[config.mk]
export PLATFORM = sky130hd
export DESIGN_NAME = qconv_front
export DESIGN_NICKNAME = d
export VERILOG_FILES = /design/src/hdl/qconv_pkg.sv /design/src/hdl/qconv_front.sv
export VERILOG_INCLUDE_DIRS = /design/src /design/src/hdl
export SDC_FILE = /design/constraint.sdc
export NUM_CORES = 1
export LEC_CHECK = 0
export BUFFER_PORTS_ARGS = -buffer_cell sky130_fd_sc_hd__buf_2
export CAP_MARGIN = 20
export CORE_ASPECT_RATIO = 2
export CORE_MARGIN = 5
export CORE_UTILIZATION = 40
export DETAILED_ROUTE_END_ITERATION = 10
export GPL_ROUTABILITY_DRIVEN = 0
export PLACE_DENSITY = 0.7
export RECOVER_POWER = 100
export SLEW_MARGIN = 0
export SYNTH_ARGS = -nofsm -noshare
export SYNTH_HDL_FRONTEND = slang
export SYNTH_SLANG_ARGS = --single-unit
[constraint.sdc]
create_clock -name clk_i -period 6.7 [get_ports clk_i]
set_input_delay 1.34 -clock clk_i [delete_from_list [all_inputs] [get_ports clk_i]]
set_output_delay 1.34 -clock clk_i [all_outputs]
set_load 0.02 [all_outputs]
[src/hdl/quantized_conv2d_requant_assert.svh]
// Assertion macros shared by the convolution block modules.
`ifndef QUANTIZED_CONV2D_REQUANT_ASSERT_SVH
`define QUANTIZED_CONV2D_REQUANT_ASSERT_SVH

// Implication checked at every rising clock edge outside reset.
`define QCR_ASSERT_IMP(label, clk, rst_n, pre, post, msg) \
  label: assert property (@(posedge clk) disable iff (!rst_n) (pre) |-> (post)) \
    else $error(msg);

// Implication whose consequent is checked in the next cycle.
`define QCR_ASSERT_NEXT(label, clk, rst_n, pre, post, msg) \
  label: assert property (@(posedge clk) disable iff (!rst_n) (pre) |=> (post)) \
    else $error(msg);

`endif

[src/hdl/qconv_pkg.sv]
// Package with types, constants and register indexes for the convolution block.
package qconv_pkg;

  localparam int unsigned MaxWidth  = 256;
  localparam int unsigned MaxKernel = 8;
  localparam int unsigned KStore    = MaxKernel * MaxKernel;
  localparam int unsigned LStore    = MaxKernel * MaxWidth;
  localparam int unsigned KAw       = $clog2(KStore);
  localparam int unsigned LAw       = $clog2(LStore);
  localparam int unsigned ColW      = $clog2(MaxWidth);
  localparam int unsigned KrW       = $clog2(MaxKernel);
  localparam int unsigned KcntW     = $clog2(KStore + 1);
  localparam int unsigned KdimW     = $clog2(MaxKernel + 1);
  localparam int unsigned WdimW     = $clog2(MaxWidth + 1);
  localparam int unsigned QDepth    = 4;
  localparam int unsigned QAw       = $clog2(QDepth);

  typedef enum logic [2:0] {
    RegImageWidth  = 3'd0,
    RegKernelWidth = 3'd1,
    RegInputZp     = 3'd2,
    RegWeightZp    = 3'd3,
    RegOutputZp    = 3'd4,
    RegAccBias     = 3'd5,
    RegScale       = 3'd6,
    RegShift       = 3'd7
  } reg_idx_e;

  typedef enum logic [2:0] {
    StIdle,
    StRead,
    StMac,
    StBias,
    StScale,
    StShift,
    StOut
  } back_state_e;

  // One window job handed from the front end to the back end.
  typedef struct packed {
    logic [15:0]     r0;
    logic [ColW-1:0] c0;
    logic [KdimW-1:0] rows;
    logic [KdimW-1:0] kw;
    logic            last;
  } job_t;

endpackage

[src/hdl/qconv_front.sv]
// Front end: stores weights and pixels, tracks position, issues window jobs.
module qconv_front (
  input  logic                      clk_i,
  input  logic                      rst_ni,
  input  logic                      in_valid_i,
  output logic                      in_ready_o,
  input  logic                      req_type_i,
  input  logic signed [7:0]         sample_i,
  input  logic                      is_last_i,
  input  logic [8:0]                image_width_i,
  input  logic [3:0]                kernel_width_i,
  input  logic signed [8:0]         input_zp_i,
  input  logic signed [8:0]         weight_zp_i,
  input  logic                      jobs_idle_i,
  output logic                      kwe_o,
  output logic [qconv_pkg::KAw-1:0] kwaddr_o,
  output logic [9:0]                kwdata_o,
  output logic                      lwe_o,
  output logic [qconv_pkg::LAw-1:0] lwaddr_o,
  output logic [9:0]                lwdata_o,
  output logic                      job_valid_o,
  input  logic                      job_ready_i,
  output qconv_pkg::job_t           job_o
);
  logic [qconv_pkg::KcntW-1:0] kcount_q, kcount_d;
  logic [qconv_pkg::KdimW-1:0] krows_q, krows_d;
  logic [15:0]                 row_q, row_d;
  logic [qconv_pkg::ColW-1:0]  col_q, col_d;
  logic                        row_open_q, row_open_d;
  logic [qconv_pkg::KdimW-1:0] kw;
  logic [qconv_pkg::WdimW-1:0] w;
  logic [qconv_pkg::ColW-1:0]  col;
  logic                        acc_item, fire, row_move, pix_ok;
  logic [qconv_pkg::KcntW-1:0] kcnt_new, rdiv;
  logic [16:0]                 row_p1;
  logic [qconv_pkg::ColW:0]    col_p1;

  always_comb begin
    kw = (kernel_width_i == '0) ? qconv_pkg::KdimW'(1)
       : (kernel_width_i > 4'(qconv_pkg::MaxKernel)) ? qconv_pkg::KdimW'(qconv_pkg::MaxKernel)
       : qconv_pkg::KdimW'(kernel_width_i);
    w = (image_width_i == '0) ? qconv_pkg::WdimW'(1)
      : (image_width_i > 9'(qconv_pkg::MaxWidth)) ? qconv_pkg::WdimW'(qconv_pkg::MaxWidth)
      : qconv_pkg::WdimW'(image_width_i);
  end

  assign col    = ({1'b0, col_q} >= w) ? qconv_pkg::ColW'(w - 1'b1) : col_q;
  assign row_p1 = {1'b0, row_q} + 17'd1;
  assign col_p1 = {1'b0, col} + 1'b1;
  assign fire   = req_type_i && (krows_q != '0) && (kw <= w)
               && (row_p1 >= 17'(krows_q)) && (col_p1 >= (qconv_pkg::ColW+1)'(kw));
  assign row_move = is_last_i || (col_p1 >= (qconv_pkg::ColW+1)'(w));
  // Once the position has left the row of the windows still waiting, a pixel could
  // overwrite their data, so it waits until the back end has read them all.
  // Weights always wait for that. A pixel that makes a window needs a free queue slot.
  assign pix_ok     = jobs_idle_i || row_open_q;
  assign in_ready_o = req_type_i ? (pix_ok && !(fire && !job_ready_i)) : jobs_idle_i;
  assign acc_item   = in_valid_i && in_ready_o;

  assign kwe_o    = acc_item && !req_type_i && (kcount_q < qconv_pkg::KcntW'(qconv_pkg::KStore));
  assign kwaddr_o = kcount_q[qconv_pkg::KAw-1:0];
  assign kwdata_o = 10'(10'(signed'(sample_i)) + 10'(weight_zp_i));
  assign lwe_o    = acc_item && req_type_i;
  assign lwaddr_o = {row_q[qconv_pkg::KrW-1:0], col};
  assign lwdata_o = 10'(10'(signed'(sample_i)) + 10'(input_zp_i));

  assign job_valid_o = in_valid_i && req_type_i && fire && pix_ok;
  assign job_o.r0    = 16'(row_p1 - 17'(krows_q));
  assign job_o.c0    = qconv_pkg::ColW'(col_p1 - (qconv_pkg::ColW+1)'(kw));
  assign job_o.rows  = krows_q;
  assign job_o.kw    = kw;
  assign job_o.last  = is_last_i;

  // Rows from the count: at most 64 / kw, done by repeated compare on 8 steps.
  always_comb begin
    kcnt_new = kcount_q + ((kcount_q < qconv_pkg::KcntW'(qconv_pkg::KStore)) ? 1'b1 : 1'b0);
    rdiv = '0;
    for (int i = 1; i <= qconv_pkg::MaxKernel; i++) begin
      if (kcnt_new >= qconv_pkg::KcntW'(i * kw)) rdiv = qconv_pkg::KcntW'(i);
    end
  end

  always_comb begin
    kcount_d   = kcount_q;
    krows_d    = krows_q;
    row_d      = row_q;
    col_d      = col_q;
    row_open_d = jobs_idle_i ? 1'b1 : row_open_q;
    if (acc_item) begin
      if (!req_type_i) begin
        if (is_last_i) begin
          kcount_d = '0;
          krows_d  = qconv_pkg::KdimW'(rdiv);
          row_d    = '0;
          col_d    = '0;
        end else begin
          kcount_d = kcnt_new;
          krows_d  = '0;
        end
      end else begin
        if (row_move) row_open_d = 1'b0;
        if (is_last_i) begin
          row_d = '0;
          col_d = '0;
        end else if (col_p1 >= (qconv_pkg::ColW+1)'(w)) begin
          col_d = '0;
          if (row_q != 16'hFFFF) row_d = row_q + 16'd1;
        end else begin
          col_d = qconv_pkg::ColW'(col_p1);
        end
      end
    end
  end

  always_ff @(posedge clk_i or negedge rst_ni) begin
    if (!rst_ni) begin
      kcount_q   <= '0;
      krows_q    <= '0;
      row_q      <= '0;
      col_q      <= '0;
      row_open_q <= 1'b1;
    end else begin
      kcount_q   <= kcount_d;
      krows_q    <= krows_d;
      row_q      <= row_d;
      col_q      <= col_d;
      row_open_q <= row_open_d;
    end
  end

  `include "quantized_conv2d_requant_assert.svh"
  `QCR_ASSERT_IMP(a_krows_cap, clk_i, rst_ni, 1'b1, krows_q <= qconv_pkg::KdimW'(qconv_pkg::MaxKernel), "kernel rows above limit")
  `QCR_ASSERT_IMP(a_kcount_cap, clk_i, rst_ni, 1'b1, kcount_q <= qconv_pkg::KcntW'(qconv_pkg::KStore), "kernel count above store")
  `QCR_ASSERT_IMP(a_job_pixel, clk_i, rst_ni, job_valid_o, req_type_i && krows_q != '0, "job without kernel")
endmodule

Yosys cells after proc, flatten, opt, wreduce, memory -nomap -nowiden

Cells that the tools add are included.

Input port bits: 46
Output and inout port bits: 74
Bits in registers: 36
Word-level logic and storage cells: 93

Mux-type cells: 30
Add/sub/neg operators: 9
$lt $le $gt $ge: 16
Bitwise gates (word level): 1
Multipliers: 4
Equal/unequal tests: 1
Reductions and logical operators: 27

Operator list:

| cell                  | number |
|---|---|
| $mux 16               | 5 |
| $mux 4                | 10 |
| $mux 8                | 5 |
| $ge 7x7->1            | 4 |
| $add 8x9->10          | 2 |
| $mux 9                | 2 |
| $add 16x1->17 const B | 1 |
| $ge 17x4->1           | 1 |
| $add 16x1->16 const B | 1 |
| $ne 16x16->1 const B  | 1 |
| $sub 16x4->16         | 1 |
| $ge 7x6->1            | 2 |
| $mul 3x4->7 const A   | 2 |
| $logic_and 1x1->1     | 13 |
| $mul 2x4->6 const A   | 2 |
| $add 8x1->9 const B   | 1 |
| $ge 8x9->1            | 1 |
| $ge 9x4->1            | 1 |
| $ge 9x9->1            | 1 |
| $gt 9x9->1 const B    | 1 |
| $le 4x9->1            | 1 |
| $logic_not 9->1       | 1 |
| $sub 8x1->8 const B   | 1 |
| $sub 8x4->8           | 1 |
| 15 further kinds      | 27 |

Logic depth before layout (Yosys ltp)

Gate-level depths: netlist of the first run.

Word-level depth: 15
Depth in mapped cells: 30
Gate-level depth less buffers: 25

Worst setup path after synthesis of the first run

OpenSTA, ideal clock, no wires.

Path type: input to output
Start: input port image_width_i[4]
End: output port lwe_o
Cell stages on the path: 20
Data arrival time: 6.258 ns
Buffers on the path: 2
Path slack: -0.898 ns
Cell sequence: buf_4 -> or4_4 -> nor2_2 -> a21oi_4 -> inv_2 -> ha_1 -> nor2b_1 -> o21ai_0 -> a41oi_1 -> clkbuf_1 -> nor2_1 -> a21oi_1 -> ha_1 -> xor2_1 -> ha_1 -> a21o_1 -> a21oi_1 -> nand4_1 -> o211a_4 -> nor3_1

Longest elaborated chain between the ends: 14

RTL lines:

| element                                   | RTL line          | text |
|---|---|---|
| start, declared                           | qconv_front.sv:10 | `input logic [8:0] image_width_i,` |
| $gt 9x9->1                                | qconv_front.sv:43 | `: (image_width_i > 9'(qconv_pkg::MaxWidth)) ? qconv_pkg::WdimW'(qconv_pkg::MaxWidth)` |
| $mux 9                                    | qconv_front.sv:43 |  |
| $mux 9 *                                  | qconv_front.sv:42 | `w = (image_width_i == '0) ? qconv_pkg::WdimW'(1)` |
| $sub 8x1->8 or $ge 8x9->1 (tied branches) | qconv_front.sv:47 | `assign col = ({1'b0, col_q} >= w) ? qconv_pkg::ColW'(w - 1'b1) : col_q;` |
| $mux 8 *                                  | qconv_front.sv:47 |  |
| named net lwaddr_o, one bit               | qconv_front.sv:19 | `output logic [qconv_pkg::LAw-1:0] lwaddr_o,` |
| $add 8x1->9 *                             | qconv_front.sv:49 | `assign col_p1 = {1'b0, col} + 1'b1;` |
| $ge 9x4->1 *                              | qconv_front.sv:51 | `&& (row_p1 >= 17'(krows_q)) && (col_p1 >= (qconv_pkg::ColW+1)'(kw));` |
| $logic_and 1x1->1 *                       | qconv_front.sv:51 |  |
| $logic_and 1x1->1 *                       | qconv_front.sv:57 | `assign in_ready_o = req_type_i ? (pix_ok && !(fire && !job_ready_i)) : jobs_idle_i;` |
| $logic_not 1->1 *                         | qconv_front.sv:57 |  |
| $logic_and 1x1->1 *                       | qconv_front.sv:57 |  |
| $mux 1 *                                  | qconv_front.sv:57 |  |
| $logic_and 1x1->1 *                       | qconv_front.sv:58 | `assign acc_item = in_valid_i && in_ready_o;` |
| $logic_and 1x1->1 *                       | qconv_front.sv:63 | `assign lwe_o = acc_item && req_type_i;` |
| end, declared                             | qconv_front.sv:18 | `output logic lwe_o,` |

Mark *: on every way through the listed nets, which the timed path passes. The rest lies on a longest branch.

Final worst setup path of the first run

Start: input port image_width_i[8]
End: output port lwe_o

Longest elaborated chain between the ends: 14

RTL lines:

| element                                   | RTL line |
|---|---|
| $gt 9x9->1                                | qconv_front.sv:43 |
| $mux 9                                    | qconv_front.sv:43 |
| $mux 9 *                                  | qconv_front.sv:42 |
| $sub 8x1->8 or $ge 8x9->1 (tied branches) | qconv_front.sv:47 |
| $mux 8                                    | qconv_front.sv:47 |
| $add 8x1->9                               | qconv_front.sv:49 |
| $ge 9x4->1                                | qconv_front.sv:51 |
| $logic_and 1x1->1 *                       | qconv_front.sv:51 |
| $logic_and 1x1->1 *                       | qconv_front.sv:57 |
| $logic_not 1->1 *                         | qconv_front.sv:57 |
| $logic_and 1x1->1 *                       | qconv_front.sv:57 |
| $mux 1 *                                  | qconv_front.sv:57 |
| $logic_and 1x1->1 *                       | qconv_front.sv:58 |
| $logic_and 1x1->1 *                       | qconv_front.sv:63 |

Every way passes the cells marked *; elsewhere a longest branch is shown, timed or not.

==> results of run 1 <==
==> area by class of cell <==
type | count | area [um2] | area share [%]
multi-input combinational | 578 | 4511 | 66.33
clock inverter | 1 | 7.507 | 0.1104
timing repair buffer | 153 | 757.0 | 11.13
inverter | 63 | 240.2 | 3.533
tap | 192 | 240.2 | 3.533
sequential | 36 | 902.1 | 13.27
clock buffer | 7 | 142.6 | 2.098
==> synthesized netlist by cell type, types with 7 or more instances <==
| library cell | count | share of area (%) |
|---|---|---|
| a21o_1 | 33 | 4.3 |
| a21oi_1 | 50 | 4.4 |
| nor2b_1 | 9 | 0.98 |
| o31ai_1 | 13 | 1.7 |
| dfrtp_1 | 35 | 15 |
| o21bai_1 | 8 | 1.0 |
| o21ai_0 | 35 | 3.1 |
| or3_1 | 8 | 0.87 |
| clkbuf_1 | 18 | 1.2 |
| nor3_1 | 10 | 0.87 |
| a22o_1 | 10 | 1.5 |
| nand4_1 | 11 | 1.2 |
| nand2_1 | 49 | 3.2 |
| xnor2_1 | 37 | 5.6 |
| inv_1 | 61 | 4.0 |
| buf_4 | 11 | 1.4 |
| xor2_1 | 24 | 3.7 |
| nor2_1 | 41 | 2.7 |
| and3_1 | 7 | 0.76 |
| ha_1 | 97 | 21 |
| nand3_1 | 23 | 2.0 |
| fa_1 | 8 | 2.8 |
| or4_1 | 7 | 0.92 |
==> per-stage QoR <==
step / setup WS (ns) / std cells
detailed placement: 0.1177 / 1022
finish: 0.2265 / 1030
CTS: 0.1104 / 1030
floorplan: 0.007596 / 711
global route: 0.01517 / 1030
global placement: 0.1895 / 1022
==> logic make-up (layout without fill, tap and decap cells) <==
| logic type | count (synthesis) | in the layout | share of synthesized area (%) |
|---|---|---|---|
| muxes | 8 | 8 | 1.460 |
| other | 1 | 1 | 0.06530 |
| xor gates and xnor gates | 62 | 62 | 9.586 |
| adders and majority gates | 105 | 105 | 23.92 |
| DFF | 36 | 36 | 15.71 |
| buffers and inverters | 97 | 224 | 7.233 |
| and+or+nand+nor | 199 | 199 | 18.08 |
| AOI/OAI and AO/OA | 203 | 203 | 23.94 |
==> metal layers <==
layer  vias to the layer above  part of all wire (%)
met1                      2702                    36
li1                       2831                     -
met4                         0                   4.3
met5                         -                     0
met2                       199                    55
met3                        49                   4.8
==> state kept, by name (all words and copies together), names as in the netlist <==
register	cells
col_q	8
kcount_q	7
krows_q	4
row_open_q	1
row_q	16
==> worst paths after layout <==
| kind | end | slack, ns | startpoint | depth (start not counted) |
|---|---|---|---|---|
| max | lwe_o | 0.23 | image_width_i[8] | 19 |
| min in group asynchronous | kcount_q[0]$_DFFE_PN0P_ | 1.59 | rst_ni | 1 |
| min reg2reg | kcount_q[0]$_DFFE_PN0P_ | 0.54 | kcount_q[0]$_DFFE_PN0P_ | 2 |
| max in group asynchronous | row_q[12]$_DFFE_PN0P_ | 3.98 | rst_ni | 1 |
| min | kcount_q[0]$_DFFE_PN0P_ | 0.54 | kcount_q[0]$_DFFE_PN0P_ | 2 |
| max reg2reg | row_q[0]$_DFFE_PN0P_ | 1.55 | col_q[6]$_DFFE_PN0P_ | 22 |
==> power groups by stage <==
| stage | Combinational, mW | Clock [mW] | Sequential, mW |
|---|---|---|---|
| 4_1_cts | 2.56 | 0.244 | 0.348 |
| 3_3_place_gp | 2.52 | 0 | 0.353 |
| 6_report | 2.46 | 0.242 | 0.350 |
| 3_5_place_dp | 2.54 | 0 | 0.351 |
| 2_1_floorplan | 1.74 | 0 | 0.327 |
| 5_1_grt | 2.71 | 0.250 | 0.360 |
==> worst max-delay path, cell delays in order <==
cell,delay (ns)
buf_2,0.16
nor2b_1,0.20
inv_1,0.10
ha_1,0.29
a211oi_1,0.34
o32ai_1,0.14
buf_4,0.16
a41o_1,0.27
nor2_2,0.14
a21oi_4,0.05
ha_4,0.27
ha_1,0.29
a21o_1,0.18
a21o_1,0.20
a21oi_2,0.18
nand4_1,0.15
o211a_4,0.29
nor3_4,0.18
buf_4,0.18
==> results by group, run 1 <==
Outcome
  – Outcome: finished, violations left
  – Failing checks: max-capacitance violations, max-slew violations

Yosys
  – Syn Area/Cell: 8.077 um2
  – Synth Cell Area: 5743 um2
  – Mapped Nets: 862
  – Number of flops mapped to enable cells by yosys: 0
  – Predominant post-synthesis flop cell: dfrtp_1
  – Synth warn: 0
  – Post-Syn Instances: 711
  – Post-synthesis cell type count: 72
  – Fraction of registers with async set/reset: 100.0%
  – Sequential-to-total area share from yosys stat: 15.71%
  – Seq cells post-synth: 36

Timing
  – Setup TNS: 0 ns
  – Clock skew: 0.003749 ns
  – Peak Freq: 154.5 MHz
  – Final Max Tran Viols: 37
  – Setup-failing EPs final: 0
  – Endpoints failing hold: 0
  – Hold_ws: 0.5384 ns
  – RSZ-0062 raised after global routing: no
  – Worst Max-Slew Pin Slew: 1.957 ns
  – Tmin final: 6.473 ns
  – Slew headroom: -30.45%
  – Period utilization: 96.62%

Min path
  – Worst Hold Class: reg2reg

Finish
  – Layout Nets: 988
  – Most common cell after layout, fill and taps aside: ha_1
  – Synth-to-Final Area Change: 18.41%
  – Fin area: 6800 um2
  – # fillers: 1522
  – N_diodes: 0
  – Finished Core Util: 47.64%
  – Proportion of layout cells with a drive suffix above 1: 14.80%
  – Commonest non-fill, non-tap cells in the layout: ha_1, clkbuf_1, inv_1

Power
  – Switching Power: 1.701 mW
  – Power Internal: 1.356 mW
  – VDD IR max: 0.2155 mV
  – Clk pwr share: 7.9%
  – Final Power: 3.057 mW
  – Reg power frac: 11.5%
  – Leak: 3.272 nW
  – Switch share: 55.64%
  – Pwr dens: 449.6 nW/um2
  – Logic pwr share: 80.6%

Placed design
  – Placed cell areas: 6735 um2
  – PortBufs: 119
  – Post-DP HPWL: 14560 um

Critical path
  – Worst-path maximum fanout: 7
  – CP Class: in2out
  – Worst Setup Start Kind: input port
  – Worst Path Arrival: 5.13 ns
  – Critical path endpoint category: output port
  – Req. time, crit path: 5.36 ns

Die
  – Die height: 179.5 um
  – Initial core utilization: 40.23%
  – Die area: 17000 um2
  – Core area: 14270 um2
  – Die Wd: 94.73 um
  – Ports: 120
  – Row count: 62

Clocking
  – CTS tree: yes
  – H-tree depth: 2
  – Post-CTS sizing: 0
  – Number of buffers created by CTS: 5
  – Clk Tree Root Cell: clkbuf_16
  – Post-CTS setup buffers: 0
  – Clk_lat worst skew: 0.29 ns
  – CTS Sinks: 36
  – Post-CTS Hold Buffers: 0
  – Clock Path Buffers: 2
  – Clk pin slew, worst setup/hold paths: 0.05 ns

Flow run
  – Max Cap Viol: 1

Drt
  – Detail Route Antenna Nets: 0
  – Wirelength per Cell: 16.71 um
  – Residual DRC: 0
  – Via count: 5781
  – Initial DRC count: 246
  – Routed WL: 17220 um
  – DR vias/cell: 5.613
  – Drt pass-1 iters: 6

Global route
  – Met2 Track Usage GR: 40.30%
  – GR Util met1: 20.73%
  – First-pass GRT wire length: 28510 um
  – Top Usage Layer GRT: met2
  – GRT Residual Overflow: 0
  – Gr usage total: 20.78%
  – Global routing usage on met3: 2.469%
  – Initial antenna violation count: 0
  – Largest net degree at the start of global routing: 37
  – Vias in the first global route: 5946
No activity file was read; power rests on OpenSTA's default activity.
==> inputs of run 2 (changes only) <==
--- a/config.mk
+++ b/config.mk
@@ -9,7 +9,7 @@
 export BUFFER_PORTS_ARGS = -buffer_cell sky130_fd_sc_hd__buf_2
 export CAP_MARGIN = 20
 export CORE_ASPECT_RATIO = 2
-export CORE_MARGIN = 5
+export CORE_MARGIN = 4
 export CORE_UTILIZATION = 40
 export DETAILED_ROUTE_END_ITERATION = 10
 export GPL_ROUTABILITY_DRIVEN = 0
==> run 2 against run 1 <==
Compared with the run above:
- the run still ends with max-capacitance violations, max-slew violations left
- non-clock buffer count increased by 1
- via count decreased by 0.74%
- sequential share of layout area about the same
- die area decreased by 3.2%
- fmax decreased by 0.45%
- sequential cell count unchanged
- routed wire length decreased by 2.7%
- critical path depth increased by 1
- combinational power decreased by 2%
- critical endpoint unchanged
- largest cell class unchanged
- highest routed layer unchanged
==> results by group, run 2 (same netlist as run 1, synthesis figures left out) <==
Critical path
  – FF-to-FF setup slack: 1.51 ns
  – Crit-path max cell delay: 0.58 ns
  – Critical-path top delay cell: or4_1
  – Reg-to-reg endpoint: row_q[12]$_DFFE_PN0P_
  – Buf+Inv Stages, Crit Path: 3
  – Worst Path Arrival: 5.16 ns
  – Req. time, crit path: 5.36 ns
  – Crit path cell chain: buf_2, or4_1, nor2_4, a21oi_4, inv_2, ha_1, nor2b_1, o21ai_2, a41o_2, nor2_4, a21oi_4, ha_4, ha_1, a21o_1, a21o_1, a21oi_2, nand4_1, o211a_4, nor3_4, buf_4
  – CP Class: in2out
  – Worst-path maximum fanout: 7
  – Reg-to-Reg Start: col_q[6]$_DFFE_PN0P_
  – Top delay family on crit path: compound AO/OA/AOI/OAI gates
  – Critical path endpoint category: output port
  – Worst R2R Path Depth: 22
  – Worst Setup Start Kind: input port

Timing
  – Clock skew: 0.009020 ns
  – Endpoints failing hold: 0
  – Final Max Tran Viols: 37
  – Setup-failing EPs final: 0
  – Slew headroom: -29.89%
  – Tmin final: 6.503 ns
  – Worst Max-Slew Pin Slew: 1.948 ns
  – Period utilization: 97.06%
  – Setup TNS: 0 ns
  – Peak Freq: 153.8 MHz
  – Final setup margin: 0.1973 ns
  – RSZ-0062 raised after global routing: no

Finish
  – Area occupied by multi-input gates: 4516 um2
  – Reg area: 902.1 um2
  – Layout Nets: 989
  – Most common cell after layout, fill and taps aside: ha_1
  – Synth-to-Final Area Change: 18.63%
  – N_diodes: 0
  – Non-filler cells in the finished layout: 1028
  – Top reg by flops: row_q
  – Biggest regs: row_q x16, col_q x8, kcount_q x7
  – Commonest non-fill, non-tap cells in the layout: ha_1, clkbuf_1, inv_1
  – Proportion of layout cells with a drive suffix above 1: 14.54%
  – # fillers: 1436
  – Fin area: 6813 um2
  – Max reg flops: 16

Clocking
  – Number of buffers created by CTS: 5
  – H-tree depth: 2
  – Clk pin slew, worst setup/hold paths: 0.06 ns
  – Clk_lat worst skew: 0.29 ns
  – Clk Tree Root Cell: clkbuf_16
  – Clock Path Buffers: 2
  – CTS tree: yes
  – CTS Sinks: 36

Placed design
  – Dpl ws: 0.08799 ns
  – PortBufs: 119
  – Inst Count DP: 1015
  – Placed cell areas: 6701 um2
  – Post-DP HPWL: 14060 um

Drt
  – Drt pass-1 iters: 5
  – Routed WL: 16750 um
  – DR vias/cell: 5.582
  – Detail Route Antenna Nets: 0
  – Initial DRC count: 244
  – Wirelength per Cell: 16.30 um
  – Via count: 5738
  – Residual DRC: 0

Power
  – Leak: 3.274 nW
  – VDD IR max: 0.2585 mV
  – Final Power: 3.048 mW
  – Pwr dens: 447.3 nW/um2

Global route
  – Vias in the first global route: 5702
  – Initial antenna violation count: 0
  – First-pass GRT wire length: 27230 um
  – GRT Residual Overflow: 0
  – Gr usage total: 20.50%
  – Largest net degree at the start of global routing: 37

Die
  – Ports: 120
  – Die area: 16450 um2
  – Row count: 61
  – Core area: 13970 um2
  – Initial core utilization: 41.12%
  – Die Wd: 92.73 um
  – Die height: 177.5 um

Min path
  – Worst-case hold path end point: kcount_q[0]$_DFFE_PN0P_
  – Hold path start: kcount_q[0]$_DFFE_PN0P_
  – Hold depth: 2
  – Worst Hold Class: reg2reg

Flow run
  – Max Cap Viol: 1

Outcome
  – Failing checks: max-capacitance violations, max-slew violations
  – Outcome: finished, violations left
-- run 2: worst max path at each step --
stage	start	to	slack, ns	depth (start not counted)
after global routing	image_width_i[8]	lwe_o	0.005	20
after CTS	image_width_i[8]	lwe_o	0.07	20
after detailed placement	image_width_i[4]	lwe_o	0.09	20
final	image_width_i[8]	lwe_o	0.20	20
after global placement	image_width_i[8]	job_valid_o	0.15	21
after floorplan	image_width_i[4]	in_ready_o	0.008	21
-- run 2: metal layers --
layer / vias to the layer above / share of wire [%] / global-route usage, %
met3: 48 / 5.0 / 2.206
met1: 2675 / 36 / 21.24
met2: 189 / 55 / 39.50
li1: 2826 / - / -
met5: - / 0 / 0
met4: 0 / 4.0 / 10.76
-- run 2: area by class of cell --
cell class | instances | share of cell area (%)
inverters | 63 | 3.526
multi-input cells | 578 | 66.28
flip-flops and latches | 36 | 13.24
clock inverters | 3 | 0.6795
repair buffers | 154 | 10.96
well taps | 189 | 3.471
clock buffers | 5 | 1.837
-- run 2: what timing repair did --
| item | 4_1_cts | 5_1_grt |
|---|---|---|
| setup buffers | 0 | 5 |
| setup endpoints to repair | 0 | 4 |
| hold buffers | 0 | 0 |
| resized for setup | 0 | 7 |
-- run 2: worst min-delay path, cell delays in order, from the launching register on --
cell and delay [ns]:
dfrtp_1 0.37, nand2_1 0.05, o21ai_0 0.07
-- run 2: power breakdown --
part,switching [mW],leakage [nW],internal [mW],total (mW)
registers,0.0885,0.486,0.267,0.355
clock network,0.0989,0.0804,0.177,0.276
logic,1.52,2.71,0.901,2.42
total,1.70,3.27,1.34,3.05
-- run 2: stage by stage --
stage	hold slack (ns)	utilization, %
after global routing	0.5682	48.78
final	0.5324	48.78
after floorplan	0.4789	-
after CTS	0.5302	49.21
after detailed placement	0.5180	47.98
after global placement	0.5055	47.98
==> inputs of run 3 (changes only) <==
--- a/config.mk
+++ b/config.mk
@@ -15,6 +15,7 @@
 export GPL_ROUTABILITY_DRIVEN = 0
 export PLACE_DENSITY = 0.7
 export RECOVER_POWER = 100
+export SETUP_SLACK_MARGIN = 0.3
 export SLEW_MARGIN = 0
 export SYNTH_ARGS = -nofsm -noshare
 export SYNTH_HDL_FRONTEND = slang
==> run 3 against run 2 <==
Compared with the run above:
- the flow still finishes with violations (max-capacitance violations, max-slew violations)
- fmax rose by 1.2%
- sequential cell count did not move
- cell count rose by 0.88%
- sequential power barely moved
- combinational power rose by 9.9%
- global-route usage rose by 0.26 points
- core utilization rose by 1.7 points
- die area did not move
- sequential share of layout area fell by 0.44 points
- register-to-register slack improved by 0.03 ns
- routed wire length rose by 2.4%
- clock power fell by 19%
- largest power group unchanged
==> results by group, run 3 (same netlist as run 1, synthesis figures left out) <==
Critical path
  – Critical-path top delay cell: or4_4
  – Buf+Inv Stages, Crit Path: 4
  – Most used cell, CP: ha_4
  – Worst Path Arrival: 5.09 ns
  – Top delay family on crit path: compound AO/OA/AOI/OAI gates
  – Worst Setup Start Kind: input port
  – Crit path cell chain: buf_4, or4_4, nor2_4, a21oi_4, inv_2, ha_4, nor2b_4, o21ai_4, a41oi_4, clkbuf_1, a21oi_4, ha_4, ha_4, a21o_1, a21o_1, a21oi_2, nand4_1, o211a_4, nor2_1, buf_6
  – Critical path endpoint category: output port
  – CP Class: in2out
  – Worst-path maximum fanout: 6
  – Crit-path max cell delay: 0.56 ns
  – Req. time, crit path: 5.36 ns

Drt
  – Drt pass-1 iters: 5
  – Initial DRC count: 196
  – DR vias/cell: 5.600
  – Wirelength per Cell: 16.54 um
  – Via count: 5807
  – Residual DRC: 0
  – Routed WL: 17150 um
  – Detail Route Antenna Nets: 0

Power
  – VDD IR max: 0.3746 mV
  – Pwr dens: 458.5 nW/um2
  – Clk pwr share: 6.9%
  – Switching Power: 1.770 mW
  – Leak: 3.350 nW
  – Reg power frac: 10.9%
  – Switch share: 54.78%
  – Logic pwr share: 82.2%
  – Power Internal: 1.462 mW

Clocking
  – H-tree depth: 2
  – Clk Tree Root Cell: clkbuf_16
  – CTS tree: yes
  – Clk_lat worst skew: 0.28 ns
  – Clk pin slew, worst setup/hold paths: 0.05 ns
  – CTS Sinks: 36
  – Number of buffers created by CTS: 5
  – Clock Path Buffers: 2

Global route
  – Largest net degree at the start of global routing: 37
  – Gr usage total: 20.76%
  – GRT Residual Overflow: 0
  – First-pass GRT wire length: 27490 um
  – Initial antenna violation count: 0
  – Vias in the first global route: 5709

Finish
  – Most common cell after layout, fill and taps aside: ha_1
  – Non-filler cells in the finished layout: 1037
  – Fin area: 7048 um2
  – # fillers: 1395
  – Proportion of layout cells with a drive suffix above 1: 17.45%
  – N_diodes: 0
  – Layout Nets: 998
  – Commonest non-fill, non-tap cells in the layout: ha_1, clkbuf_1, inv_1
  – Synth-to-Final Area Change: 22.72%
  – Max reg flops: 16
  – Top reg by flops: row_q
  – Biggest regs: row_q x16, col_q x8, kcount_q x7

Timing
  – Clock skew: 0.006908 ns
  – Tmin final: 6.428 ns
  – Endpoints failing hold: 0
  – Peak Freq: 155.6 MHz
  – Worst Max-Slew Pin Slew: 1.922 ns
  – Final Max Tran Viols: 37
  – Slew headroom: -28.15%
  – Setup TNS: 0 ns
  – Setup-failing EPs final: 0
  – Period utilization: 95.94%
  – RSZ-0062 raised after global routing: yes

Placed design
  – Post-DP HPWL: 14130 um
  – PortBufs: 119
  – Placed cell areas: 6730 um2
  – Inst Count DP: 1008

Die
  – Initial core utilization: 41.12%
  – Die Wd: 92.73 um
  – Row count: 61
  – Ports: 120
  – Core area: 13970 um2
  – Die height: 177.5 um
  – Die area: 16450 um2

Flow run
  – Max Cap Viol: 1

Outcome
  – Outcome: finished, violations left
  – Failing checks: max-capacitance violations, max-slew violations

Min path
  – Worst Hold Class: reg2reg
==> run 3: cell count changes in the layout (fill, tap and decap cells not counted), sizes merged <==
cell | before | now
inv | 62 | 61
clkinvlp | 2 | 1
buf | 79 | 92
clkbuf | 80 | 78
bufinv | 1 | 0
clkinv | 1 | 2
==> run 3: power groups by stage <==
stage | combinational [mW] | clock, mW | sequential, mW
floorplan | 1.81 | 0 | 0.327
global placement | 2.52 | 0 | 0.350
detailed placement | 2.55 | 0 | 0.350
CTS | 2.61 | 0.227 | 0.348
global route | 2.91 | 0.237 | 0.360
finish | 2.66 | 0.223 | 0.352
==> run 3: metrics by stage <==
step	hold WS (ns)	util [%]	power [mW]	worst slack (ns)
CTS	0.5201	49.79	3.184	0.3026
global route	0.5622	50.46	3.506	0.09363
detailed placement	0.5086	48.19	2.900	0.07412
finish	0.5178	50.46	3.232	0.2719
floorplan	0.4789	-	2.140	0.3010
global placement	0.5073	48.19	2.873	0.1767
==> run 3: timing repair <==
item	4_1_cts	5_1_grt
gates resized for setup	9	21
pin swaps	9	24
setup buffers	6	14
endpoints found under the setup margin	3	4
gates cloned	0	0
hold buffers	0	0
==> run 3: path summary, 6_finish.rpt <==
check	start	end	slack, ns	depth (start not counted)
max reg2reg	col_q[4]$_DFFE_PN0P_	row_q[9]$_DFFE_PN0P_	1.54	23
max in group asynchronous	rst_ni	row_q[13]$_DFFE_PN0P_	4.00	1
min in group asynchronous	rst_ni	kcount_q[1]$_DFFE_PN0P_	1.58	1
min reg2reg	kcount_q[0]$_DFFE_PN0P_	kcount_q[0]$_DFFE_PN0P_	0.52	2
min	kcount_q[0]$_DFFE_PN0P_	kcount_q[0]$_DFFE_PN0P_	0.52	2
max	image_width_i[5]	in_ready_o	0.27	20
==> run 3: worst register-to-register path: cells and delay by family, from the launching register on <==
kind            cells  cell delay (ns)
simple gates        9             1.32
buf+inv             4             0.57
fa+ha+maj           3             0.83
flops               1             0.46
compound gates      7             1.86
==> run 3: metal layers <==
metal	global-route usage [%]	routed length [um]	up-vias
li1	-	-	2857
met1	20.91	6044	2701
met2	40.92	9487	201
met3	2.121	839	48
met4	10.58	777	0
met5	0	0	-
==> run 3: layout make-up <==
class	instances	area (um2)	area share (%)
repair buffers	163	844.6	11.98
clock inverters	1	5.005	0.07101
multi-input cells	578	4687	66.50
well taps	189	236.5	3.355
flip-flops and latches	36	902.1	12.80
clock buffers	7	132.6	1.882
inverters	63	240.2	3.408
